==> config.mk <==
export PLATFORM = sky130hd
export DESIGN_NAME = polyline_linear_subdivider_unit
export DESIGN_NICKNAME = d
export VERILOG_FILES = /design/src/rtl/plsub_pkg.sv /design/src/rtl/polyline_linear_subdivider_unit.sv
export SDC_FILE = /design/constraint.sdc
export NUM_CORES = 2
export LEC_CHECK = 0
export ABC_AREA = 1
export ABC_CLOCK_PERIOD_IN_PS = 48900
export BUFFER_PORTS_ARGS = -buffer_cell sky130_fd_sc_hd__buf_2
export CAP_MARGIN = 30
export CORE_MARGIN = 3
export CORE_UTILIZATION = 51
export CTS_BUF_LIST = sky130_fd_sc_hd__clkbuf_2 sky130_fd_sc_hd__clkbuf_4 sky130_fd_sc_hd__clkbuf_8
export DETAILED_ROUTE_END_ITERATION = 10
export GPL_ROUTABILITY_DRIVEN = 0
export PLACE_DENSITY_LB_ADDON = 0.05
export RECOVER_POWER = 100
export SYNTH_ARGS = -nofsm -noshare
export SYNTH_HDL_FRONTEND = slang
export SYNTH_SLANG_ARGS = --single-unit
==> constraint.sdc <==
create_clock -name clk -period 48.9 [get_ports clk]
set_input_delay 9.78 -clock clk [delete_from_list [all_inputs] [get_ports clk]]
set_output_delay 9.78 -clock clk [all_outputs]
set_load 0.02 [all_outputs]
==> src/rtl/plsub_pkg.sv <==
`timescale 1ns / 1ps

package plsub_pkg;

  localparam int COORD_W    = 32;
  localparam int NUM_COORDS = 4;
  localparam int CUT_W      = 4;
  localparam int DIV_W      = CUT_W + 1;
  localparam int COORD_IDX_W = $clog2(NUM_COORDS);
  localparam int IN_DATA_W  = (NUM_COORDS + 1) * COORD_W;
  localparam int OUT_USER_W = 3;
  // two quotient bits per cycle
  localparam int DIV_CYCLES = COORD_W / 2;
  localparam int DIV_CNT_W  = $clog2(DIV_CYCLES);
  localparam int ADDR_W     = 3;

  // register index, taken from paddr[2]
  localparam logic REG_CUT_COUNT = 1'b0;
  localparam logic REG_CYCLIC    = 1'b1;

  typedef struct packed {
    logic [NUM_COORDS-1:0][COORD_W-1:0] c;
    logic [COORD_W-1:0]                 radius;
    logic                               sel;
  } point_t;

  typedef enum logic [5:0] {
    ST_IDLE     = 6'b000001,
    ST_START    = 6'b000010,
    ST_DIV_LOAD = 6'b000100,
    ST_DIV_RUN  = 6'b001000,
    ST_STEP     = 6'b010000,
    ST_WAIT     = 6'b100000
  } state_t;

endpackage

==> src/rtl/polyline_linear_subdivider_unit.sv <==
`timescale 1ns / 1ps
// channel  dir  beat fields
// s_*      in   tdata: coord_x, coord_y, coord_z, coord_w, point_radius;
//               tuser: point_selected; tlast: curve_end
// m_*      out  tdata: out_x, out_y, out_z, out_w, out_radius;
//               tuser: out_selected, out_inserted, curve_done; tlast: run_last
// apb      in   0x0 cut_count (4b), 0x4 cyclic_mode (1b)
//
// One point at a time: s_tready is high only while no point is in work.
// Each original point goes out from ST_START through ST_WAIT, held there by any m_tready stall.
// A selected segment first runs the shared 2-bit/cycle divider over the four
// coordinate deltas (ST_DIV_LOAD, then ST_DIV_RUN), then builds each inserted point in ST_STEP.
// rst (sync) clears curve state, sets cut_count to 1 and cyclic_mode to 0.
module polyline_linear_subdivider_unit (
  input  logic                            clk,
  input  logic                            rst,
  input  logic                            s_tvalid,
  output logic                            s_tready,
  input  logic [plsub_pkg::IN_DATA_W-1:0] s_tdata,  // x, y, z, w, radius
  input  logic                            s_tuser,  // point_selected
  input  logic                            s_tlast,  // curve_end
  output logic                            m_tvalid,
  input  logic                            m_tready,
  output logic [plsub_pkg::IN_DATA_W-1:0] m_tdata,  // x, y, z, w, radius
  output logic [plsub_pkg::OUT_USER_W-1:0] m_tuser, // selected, inserted, curve_done
  output logic                            m_tlast,  // run_last
  input  logic                            psel,
  input  logic                            penable,
  input  logic                            pwrite,
  input  logic [plsub_pkg::ADDR_W-1:0]    paddr,
  input  logic [31:0]                     pwdata,
  output logic [31:0]                     prdata,
  output logic                            pready
);
  import plsub_pkg::*;

  state_t state;

  logic [CUT_W-1:0] cut_count;
  logic             cyclic_mode;

  point_t prev_point, first_point, seg_a, seg_b, out_pt, cur;
  logic   have_prev, cuts_en, more_seg, item_end;
  logic   out_inserted, run_last;

  logic [COORD_IDX_W-1:0] j;
  logic [DIV_CNT_W-1:0]   div_cnt;
  logic [CUT_W-1:0]       pt_idx;

  logic [COORD_W-1:0] dq;
  logic [CUT_W-1:0]   rem;

  logic [COORD_W-1:0] quo [NUM_COORDS];
  logic [CUT_W-1:0]   rmd [NUM_COORDS];
  logic [COORD_W-1:0] acq [NUM_COORDS];
  logic [CUT_W-1:0]   acr [NUM_COORDS];
  logic               neg [NUM_COORDS];

  logic [DIV_W-1:0]   dvs;
  logic               do_cuts;
  logic [COORD_W:0]   diff;
  logic [COORD_W-1:0] mag;
  logic [DIV_W-1:0]   t1, t2;
  logic               ge1, ge2;
  logic [CUT_W-1:0]   r1, rem_next;
  logic [COORD_W-1:0] dq1, dq_next;
  logic [DIV_W-1:0]   sum_r;
  logic               wrap;
  logic [CUT_W-1:0]   acr_next;
  logic [COORD_W-1:0] acq_next, coord_next;
  logic               cfg_wr;

  assign cur.c      = s_tdata[NUM_COORDS*COORD_W-1:0];
  assign cur.radius = s_tdata[IN_DATA_W-1:NUM_COORDS*COORD_W];
  assign cur.sel    = s_tuser;

  assign s_tready = (state == ST_IDLE);
  assign m_tvalid = (state == ST_WAIT);
  assign m_tdata  = {out_pt.radius, out_pt.c};
  assign m_tuser  = {run_last & item_end, out_inserted, out_pt.sel};
  assign m_tlast  = run_last;

  assign pready = 1'b1;
  assign cfg_wr = psel & penable & pwrite;
  assign prdata = (paddr[2] == REG_CYCLIC) ? {31'd0, cyclic_mode}
                                           : {{(32-CUT_W){1'b0}}, cut_count};

  assign dvs     = {1'b0, cut_count} + DIV_W'(1);
  assign do_cuts = cuts_en & seg_a.sel & seg_b.sel & (cut_count != '0);

  // delta and magnitude of the current coordinate
  always_comb begin
    diff = {seg_b.c[j][COORD_W-1], seg_b.c[j]} - {seg_a.c[j][COORD_W-1], seg_a.c[j]};
    mag  = diff[COORD_W] ? COORD_W'(-diff) : diff[COORD_W-1:0];
  end

  // restoring divider, two quotient bits per cycle; remainder stays below dvs
  always_comb begin
    t1       = {rem, dq[COORD_W-1]};
    ge1      = (t1 >= dvs);
    r1       = ge1 ? CUT_W'(t1 - dvs) : t1[CUT_W-1:0];
    dq1      = {dq[COORD_W-2:0], ge1};
    t2       = {r1, dq1[COORD_W-1]};
    ge2      = (t2 >= dvs);
    rem_next = ge2 ? CUT_W'(t2 - dvs) : t2[CUT_W-1:0];
    dq_next  = {dq1[COORD_W-2:0], ge2};
  end

  // offset i of a segment: floor((i*mag + dvs/2) / dvs), kept as quotient+remainder
  always_comb begin
    sum_r      = {1'b0, acr[j]} + {1'b0, rmd[j]};
    wrap       = (sum_r >= dvs);
    acr_next   = wrap ? CUT_W'(sum_r - dvs) : sum_r[CUT_W-1:0];
    acq_next   = acq[j] + quo[j] + COORD_W'(wrap);
    coord_next = neg[j] ? seg_a.c[j] - acq_next : seg_a.c[j] + acq_next;
  end

  always_ff @(posedge clk) begin
    if (rst) begin
      state       <= ST_IDLE;
      cut_count   <= CUT_W'(1);
      cyclic_mode <= 1'b0;
      have_prev   <= 1'b0;
      prev_point  <= '0;
      first_point <= '0;
    end else begin
      if (cfg_wr) begin
        unique case (paddr[2])
          REG_CUT_COUNT: cut_count   <= pwdata[CUT_W-1:0];
          REG_CYCLIC:    cyclic_mode <= pwdata[0];
          default: ;
        endcase
      end

      unique case (state)
        ST_IDLE: begin
          if (s_tvalid) begin
            item_end   <= s_tlast;
            prev_point <= cur;
            seg_b      <= cur;
            if (!have_prev) begin
              first_point <= cur;
              seg_a       <= cur;
              cuts_en     <= cyclic_mode;
              more_seg    <= 1'b0;
              have_prev   <= ~s_tlast;
              if (s_tlast) state <= ST_START;
            end else begin
              seg_a    <= prev_point;
              cuts_en  <= 1'b1;
              more_seg <= s_tlast;
              if (s_tlast) have_prev <= 1'b0;
              state <= ST_START;
            end
          end
        end
        ST_START: begin
          out_pt       <= seg_a;
          out_inserted <= 1'b0;
          run_last     <= ~do_cuts & ~more_seg;
          state        <= ST_WAIT;
        end
        ST_DIV_LOAD: begin
          neg[j]  <= diff[COORD_W];
          dq      <= mag;
          rem     <= '0;
          div_cnt <= '0;
          state   <= ST_DIV_RUN;
        end
        ST_DIV_RUN: begin
          dq      <= dq_next;
          rem     <= rem_next;
          div_cnt <= div_cnt + DIV_CNT_W'(1);
          if (div_cnt == DIV_CNT_W'(DIV_CYCLES - 1)) begin
            quo[j] <= dq_next;
            rmd[j] <= rem_next;
            acq[j] <= '0;
            acr[j] <= dvs[DIV_W-1:1];
            j      <= j + COORD_IDX_W'(1);
            if (j == COORD_IDX_W'(NUM_COORDS - 1)) begin
              pt_idx <= CUT_W'(1);
              state  <= ST_STEP;
            end else begin
              state <= ST_DIV_LOAD;
            end
          end
        end
        ST_STEP: begin
          acq[j]      <= acq_next;
          acr[j]      <= acr_next;
          out_pt.c[j] <= coord_next;
          j           <= j + COORD_IDX_W'(1);
          if (j == COORD_IDX_W'(NUM_COORDS - 1)) begin
            out_pt.radius <= seg_b.radius;
            out_pt.sel    <= seg_b.sel;
            out_inserted  <= 1'b1;
            run_last      <= (pt_idx == cut_count) & ~more_seg;
            state         <= ST_WAIT;
          end
        end
        ST_WAIT: begin
          if (m_tready) begin
            j <= '0;
            if (!out_inserted && do_cuts) begin
              state <= ST_DIV_LOAD;
            end else if (out_inserted && (pt_idx != cut_count)) begin
              pt_idx <= pt_idx + CUT_W'(1);
              state  <= ST_STEP;
            end else if (more_seg) begin
              // closing segment, or the lone tail point of an open curve
              seg_a    <= seg_b;
              seg_b    <= first_point;
              cuts_en  <= cyclic_mode;
              more_seg <= 1'b0;
              state    <= ST_START;
            end else begin
              state <= ST_IDLE;
            end
          end
        end
        default: state <= ST_IDLE;
      endcase
    end
  end

endmodule

* Word-level counts from Yosys, hierarchy flattened
Memories as Yosys holds them, arrays and structs flattened. A register that Yosys moved wholly into a read port is not among the register bits.
Cells that the tools add are included.
** Operators by class
- Equality and inequality tests :: 20
- Bitwise operators :: 16
- Magnitude comparators :: 5
- Reductions and logical operators :: 23
- Add/subtract/negate cells :: 14
- Muxes and demuxes :: 87
** Operator list (count)
- 161-bit 2-to-1 mux :: 11
- 161-bit case mux with 2 select lines :: 3
- 32-bit 2-to-1 mux :: 6
- 32-bit binary-select mux with 2-bit select :: 2
- 128-bit bitwise mux :: 1
- 32-bit adder :: 2
- 32-bit demux with 2-bit select :: 1
- 32-bit case mux with 2 select lines :: 1
- 4-bit 2-to-1 mux :: 10
- 6-bit 2-to-1 mux :: 6
- 6-bit case mux with 6 select lines :: 1
- 33-bit 2-to-1 mux :: 1
- 32-bit by 32-bit subtractor with 33-bit output :: 1
- 32-bit by 1-bit adder with 32-bit output :: 1
- 32-bit negation :: 1
- 32-bit subtractor :: 1
- 1-bit 2-to-1 mux :: 25
- 4-bit case mux with 2 select lines :: 3
- 2-bit 2-to-1 mux :: 8
- 5-bit >= comparator :: 3
- 5-bit 2-to-1 mux :: 3
- 7-bit AND reduction :: 2
- 2-bit != test, second input constant :: 6
- 4-bit subtractor :: 3
- 33 further kinds :: 63
** Word-level totals
- Logic and storage cells :: 214
- Register bits after elaboration :: 868
- RAM bits :: 292
- Output and inout bits :: 199
- Bits of input ports :: 204
- Memories kept :: 5
** Memory list
- acq :: words 4, width 32, rd ports 1, clocked after memory_dff 1, wr ports 1, line polyline_linear_subdivider_unit.sv:55 : logic [COORD_W-1:0] acq [NUM_COORDS];
- quo :: words 4, width 32, rd ports 1, clocked after memory_dff 1, wr ports 1, line polyline_linear_subdivider_unit.sv:53 : logic [COORD_W-1:0] quo [NUM_COORDS];
- acr :: words 4, width 4, rd ports 1, clocked after memory_dff 1, wr ports 1, line polyline_linear_subdivider_unit.sv:56 : logic [CUT_W-1:0] acr [NUM_COORDS];
- rmd :: words 4, width 4, rd ports 1, clocked after memory_dff 1, wr ports 1, line polyline_linear_subdivider_unit.sv:54 : logic [CUT_W-1:0] rmd [NUM_COORDS];
- neg :: words 4, width 1, rd ports 1, clocked after memory_dff 1, wr ports 1, line polyline_linear_subdivider_unit.sv:57 : logic neg [NUM_COORDS];

* Logic depth before layout (Yosys ltp)
- Depth after elaboration :: 7
- Mapped depth :: 46
- Mapped depth without buffers :: 43

* Worst setup path after synthesis
Ideal clock, no wire load.
- Kind :: in2reg
- Start :: input port s_tvalid
- End :: register cuts_en (enable)
- Stages :: 4
- Arrival :: 40530 ps
- Library setup time :: 1795 ps
- Slack :: 6575 ps
- Required time :: 47105 ps
- Path through :: inv_1 -> nand2_1 -> o21ai_0 -> nor4_1
** Between the ends
- Word-level cells in the longest chain between the ends :: 2
** RTL lines
- from (decl) :: line polyline_linear_subdivider_unit.sv:17 : input logic s_tvalid,
- 2-bit != test (no source line)
- 7-bit AND reduction (no source line)
- to (signal assigned) :: line polyline_linear_subdivider_unit.sv:144 : cuts_en <= cyclic_mode;
- to (signal assigned) :: line polyline_linear_subdivider_unit.sv:213 : cuts_en <= cyclic_mode;
- to (decl) :: line polyline_linear_subdivider_unit.sv:43 : logic have_prev, cuts_en, more_seg, item_end;
No other way between the ends.
A chain may end at the register's enable or synchronous reset.

* Worst setup path in the final report
- Start :: input port rst
- End :: register seg_a[54] (netlist name) (enable)
** Between the ends
- Word-level cells in the longest chain between the ends :: 2
** RTL lines
- from (decl) :: line polyline_linear_subdivider_unit.sv:16 : input logic rst,
- 1-bit inverter (no source line)
- 7-bit AND reduction (no source line)
- to (signal assigned) :: line polyline_linear_subdivider_unit.sv:143 : seg_a <= cur;
- to (signal assigned) :: line polyline_linear_subdivider_unit.sv:149 : seg_a <= prev_point;
- to (signal assigned) :: line polyline_linear_subdivider_unit.sv:211 : seg_a <= seg_b;
- to (decl) :: line polyline_linear_subdivider_unit.sv:42 : point_t prev_point, first_point, seg_a, seg_b, out_pt, cur;
No other way between the ends.

==> results.md <==
Routing:
- Dividing the detail-routed via count by the number of cells gives 5.65.
- Detailed routing inserted a total of approximately 48000 vias.
- The post-route antenna net violation count is 0.
- The average wire per standard cell is 21.8 µm.
- The post-detailed-route DRC marker count is 0.
- The first-pass iteration count of the detailed router is 7.
- The sum of routed wire length over all layers is between 150 and 200 mm.
- The initial detailed-routing violation count is around 5500.

Floorplanning:
- The total area inside the core boundary comes to 110000 µm².
- The height of the die is between 300 and 400 µm.
- The initial utilization of the core area, before any placement, comes to 51.8%.
- The floorplan die area is 115000 µm².
- The die is ~340 µm wide.
- Row generation in the floorplan step produced roughly 120 rows.
- Pin placement for this block handled about 400 I/O pins.

Clock network:
- The clock root buffer is clkbuf_8.
- Clock-pin slew was measured on the worst setup and hold paths at around 60 ps.
- The count of hold buffers inserted by post-cts repair is 0.
- The number of sinks handled by clock tree synthesis is around 1200.
- The H-tree level count is 4.
- The post-CTS setup buffer count is 0.
- The worst-case clock buffer depth is 3.
- Counting the buffers created by CTS gives 191.
- TritonCTS built the clock tree.
- The clock latency reported for the late side of the worst-skew pair is 900 ps.
- In this run, post-CTS repair resized a total of 0 instances.

Finish:
- The filler cell count is a little over 10000.
- The final net count is 7137.
- The most common library cell in the layout ignoring fill and taps is nand2_1.
- The layout overhead on the synthesized area is 10.9%.
- The library cells used most frequently in the layout, excluding fill and tap cells, are nand2_1, o21ai_0, edfxtp_1.
- The proportion of layout cells with a drive suffix above 1 is 6.23%.

Pwr:
- The power per cell area is about 58 nW/µm².
- For this design the static power due to leakage is 25.0 nW.
- The final total power is ~3.6 mW.
- The worst supply voltage drop on vdd is 37.7 µV.

Setup path:
- The critical-path maximum fanout is around 150.
- The element type at the critical path start is an input port.
- STA puts the critical path data required time at 49110 ps.
- The capture point of the worst path is seg_a[54].
- The setup slack of the most critical reg-to-reg path is 35960 ps.
- The critical path launch point is rst.
- The worst setup path is of the in2reg kind.
- The type of destination of the critical path is a flop.
- In this run the critical register-to-register path is launched from state[1].
- Data on the critical path arrives at its endpoint at 20750 ps.
- The reg-to-reg critical path endpoint is seg_a[54].
- Measured in cells, the most critical reg-to-reg path has a length of 7.

Yosys:
- In the synthesized netlist the dominant register cell turns out to be edfxtp_1.
- The number of synthesized register bits is 1162.
- The average instance in the mapped netlist occupies 8.69 µm².
- The netlist uses 61 different library cells.
- Ranked by total cell area, the synthesized netlist is headed by edfxtp_1, dfxtp_1, nand2_1.
- In this run the biggest area consumer among cell types represents 43.7% of the synthesized area.
- Of the synthesized area, sequential elements account for 55.5%.
- The number of cells produced by synthesis is 6536.
- The cell area after synthesis is 56800 µm².
- The synthesized design contains 826 enable-type register cells.
- The biggest area consumer among synthesized cells is edfxtp_1.
- The fraction of synthesis flops using an asynchronous set or reset pin is 0%.
- The synthesis warning total is 0.

Timing:
- Setup repair after global routing left no endpoint under its margin.
- The setup skew after layout is 57.2 ps.
- The final count of negative-setup-slack endpoints is 0.
- The post-layout minimum cycle time is 20540 ps.
- In this run the tightest slew margin relative to its limit is -515%.
- The worst path uses a little over two fifths of the clock period.
- The top achievable clock speed is 48.7 MHz.
- The number of slew-limit violations in the final report is approximately 1700.
- Summed over all failing endpoints, the final setup total negative slack is 0 ps.
- The count of final hold-check violations came to 0.
- For the pin with the worst max-slew slack, the measured transition is 9220 ps.

Global routing:
- Global routing consumed, on the met3 layer, 5.60% of the routing resources.
- The aggregate global-route resource usage is around 31%.
- The global-route congestion overflow total is 0.
- The initial antenna violation count is 34.
- Entering global routing, the biggest net connects 156 pins.
- For this run, global-route usage on met1 was measured as 43.7%.
- The global routing's busiest layer is met2.
- The number of global-route vias before repair was between 40000 and 50000.
- The first global-routing pass estimated 272 mm of wire.
- For met2 alone, demand over resource in global routing was slightly below 50%.

Hold path:
- The path type of the worst min-delay path is reg2reg.

Run status:
- The flow ran to the end, but the final reports show violations.
- The checks that failed: max-capacitance violations, max-slew violations.

Run:
- The max capacitance violation total is 34.

Place:
- After legalization and detailed placement, the total HPWL measured 126 mm.
- The count of buffers added on input and output ports is 343.
==> worst max-delay path, cell delays in order <==
cell	delay [ps]
clkbuf_1	1050
clkinvlp_2	1410
nand2_1	170
nor4_1	320
clkbuf_1	1290
clkbuf_1	6310
==> cells by family after synthesis <==
kind of cell	after synthesis	synth area share (%)
xor+xnor	95	1.53
other cells	2	0.0132
simple gates	2582	18.3
flops	1162	55.5
buf+inv	967	6.66
compound gates	1596	15.0
mux	2	0.0353
fa+ha+maj	130	2.97
==> cell type report <==
class | instances | area, µm² | share of cell area, %
Clock buffer | 297 | 3590 | 5.71
Multi-Input combinational cell | 4434 | 21600 | 34.3
Tap cell | 1476 | 1850 | 2.93
Timing Repair Buffer | 405 | 1690 | 2.68
Clock inverter | 56 | 334 | 0.531
Sequential cell | 1162 | 31500 | 50.1
Inverter | 609 | 2310 | 3.68
Antenna cell | 14 | 35.0 | 0.0557
==> state kept, by name, summed over array words and instances (netlist names), 2 cells and up, named ones only <==
name / cells
neg: 4
rmd: 16
state: 6
prev_point: 161
j: 2
dq: 32
first_point: 161
rem: 4
seg_b: 161
acq: 128
cut_count: 4
acr: 16
quo: 128
pt_idx: 4
m_tdata: 160
div_cnt: 4
seg_a: 161
==> worst min path at each step <==
stage	start	end	depth (start not counted)
after global routing	first_point[90]	first_point[90]	2
after floorplan	first_point[100]	first_point[100]	2
after detailed placement	first_point[91]	first_point[91]	2
final	first_point[134]	first_point[134]	2
after CTS	first_point[67]	first_point[67]	2
after global placement	first_point[113]	first_point[113]	2
==> power by group <==
group / internal, mW / total, mW / switching (mW)
combinational: 0.364 / 1.34 / 0.976
clock: 0.477 / 0.872 / 0.395
sequential: 1.35 / 1.43 / 0.0853
total: 2.19 / 3.65 / 1.46
==> through the flow <==
| step | hold slack (ps) | instances | setup WS [ps] | area (µm²) | utilization [%] |
|---|---|---|---|---|---|
| after detailed placement | 440 | 8085 | 28880 | 59700 | 54.4 |
| after CTS | 449 | 8438 | 28870 | 63600 | 58.0 |
| after floorplan | 425 | 6563 | 6570 | 56900 | - |
| after global placement | 434 | 8081 | 28860 | 59600 | 54.3 |
| final | 446 | 8453 | 28360 | 62900 | 57.4 |
| after global routing | 461 | 8450 | 27480 | 62900 | 57.4 |
==> metal layers <==
| layer | routed length, µm | share of wire (%) |
|---|---|---|
| met4 | 6700 | 3.6 |
| met1 | 77300 | 42 |
| met3 | 17000 | 9.2 |
| met5 | 69 | 0.037 |
| met2 | 83500 | 45 |
==> Yosys cell counts, drive strengths merged (11+ instances only) <==
cell type and count:
a22o 11, o21ai 908, o22ai 117, inv 603, dfxtp 336, buf 63
nand2 1793, a32o 16, edfxtp 826, nand4 51, xnor2 21, o21bai 13
nor3 30, a21oi 471, nor2 502, clkbuf 295, ha 122, a32oi 33
xor2 73, nand3b 12, nand3 165
Power figures use the tool's default switching activity.
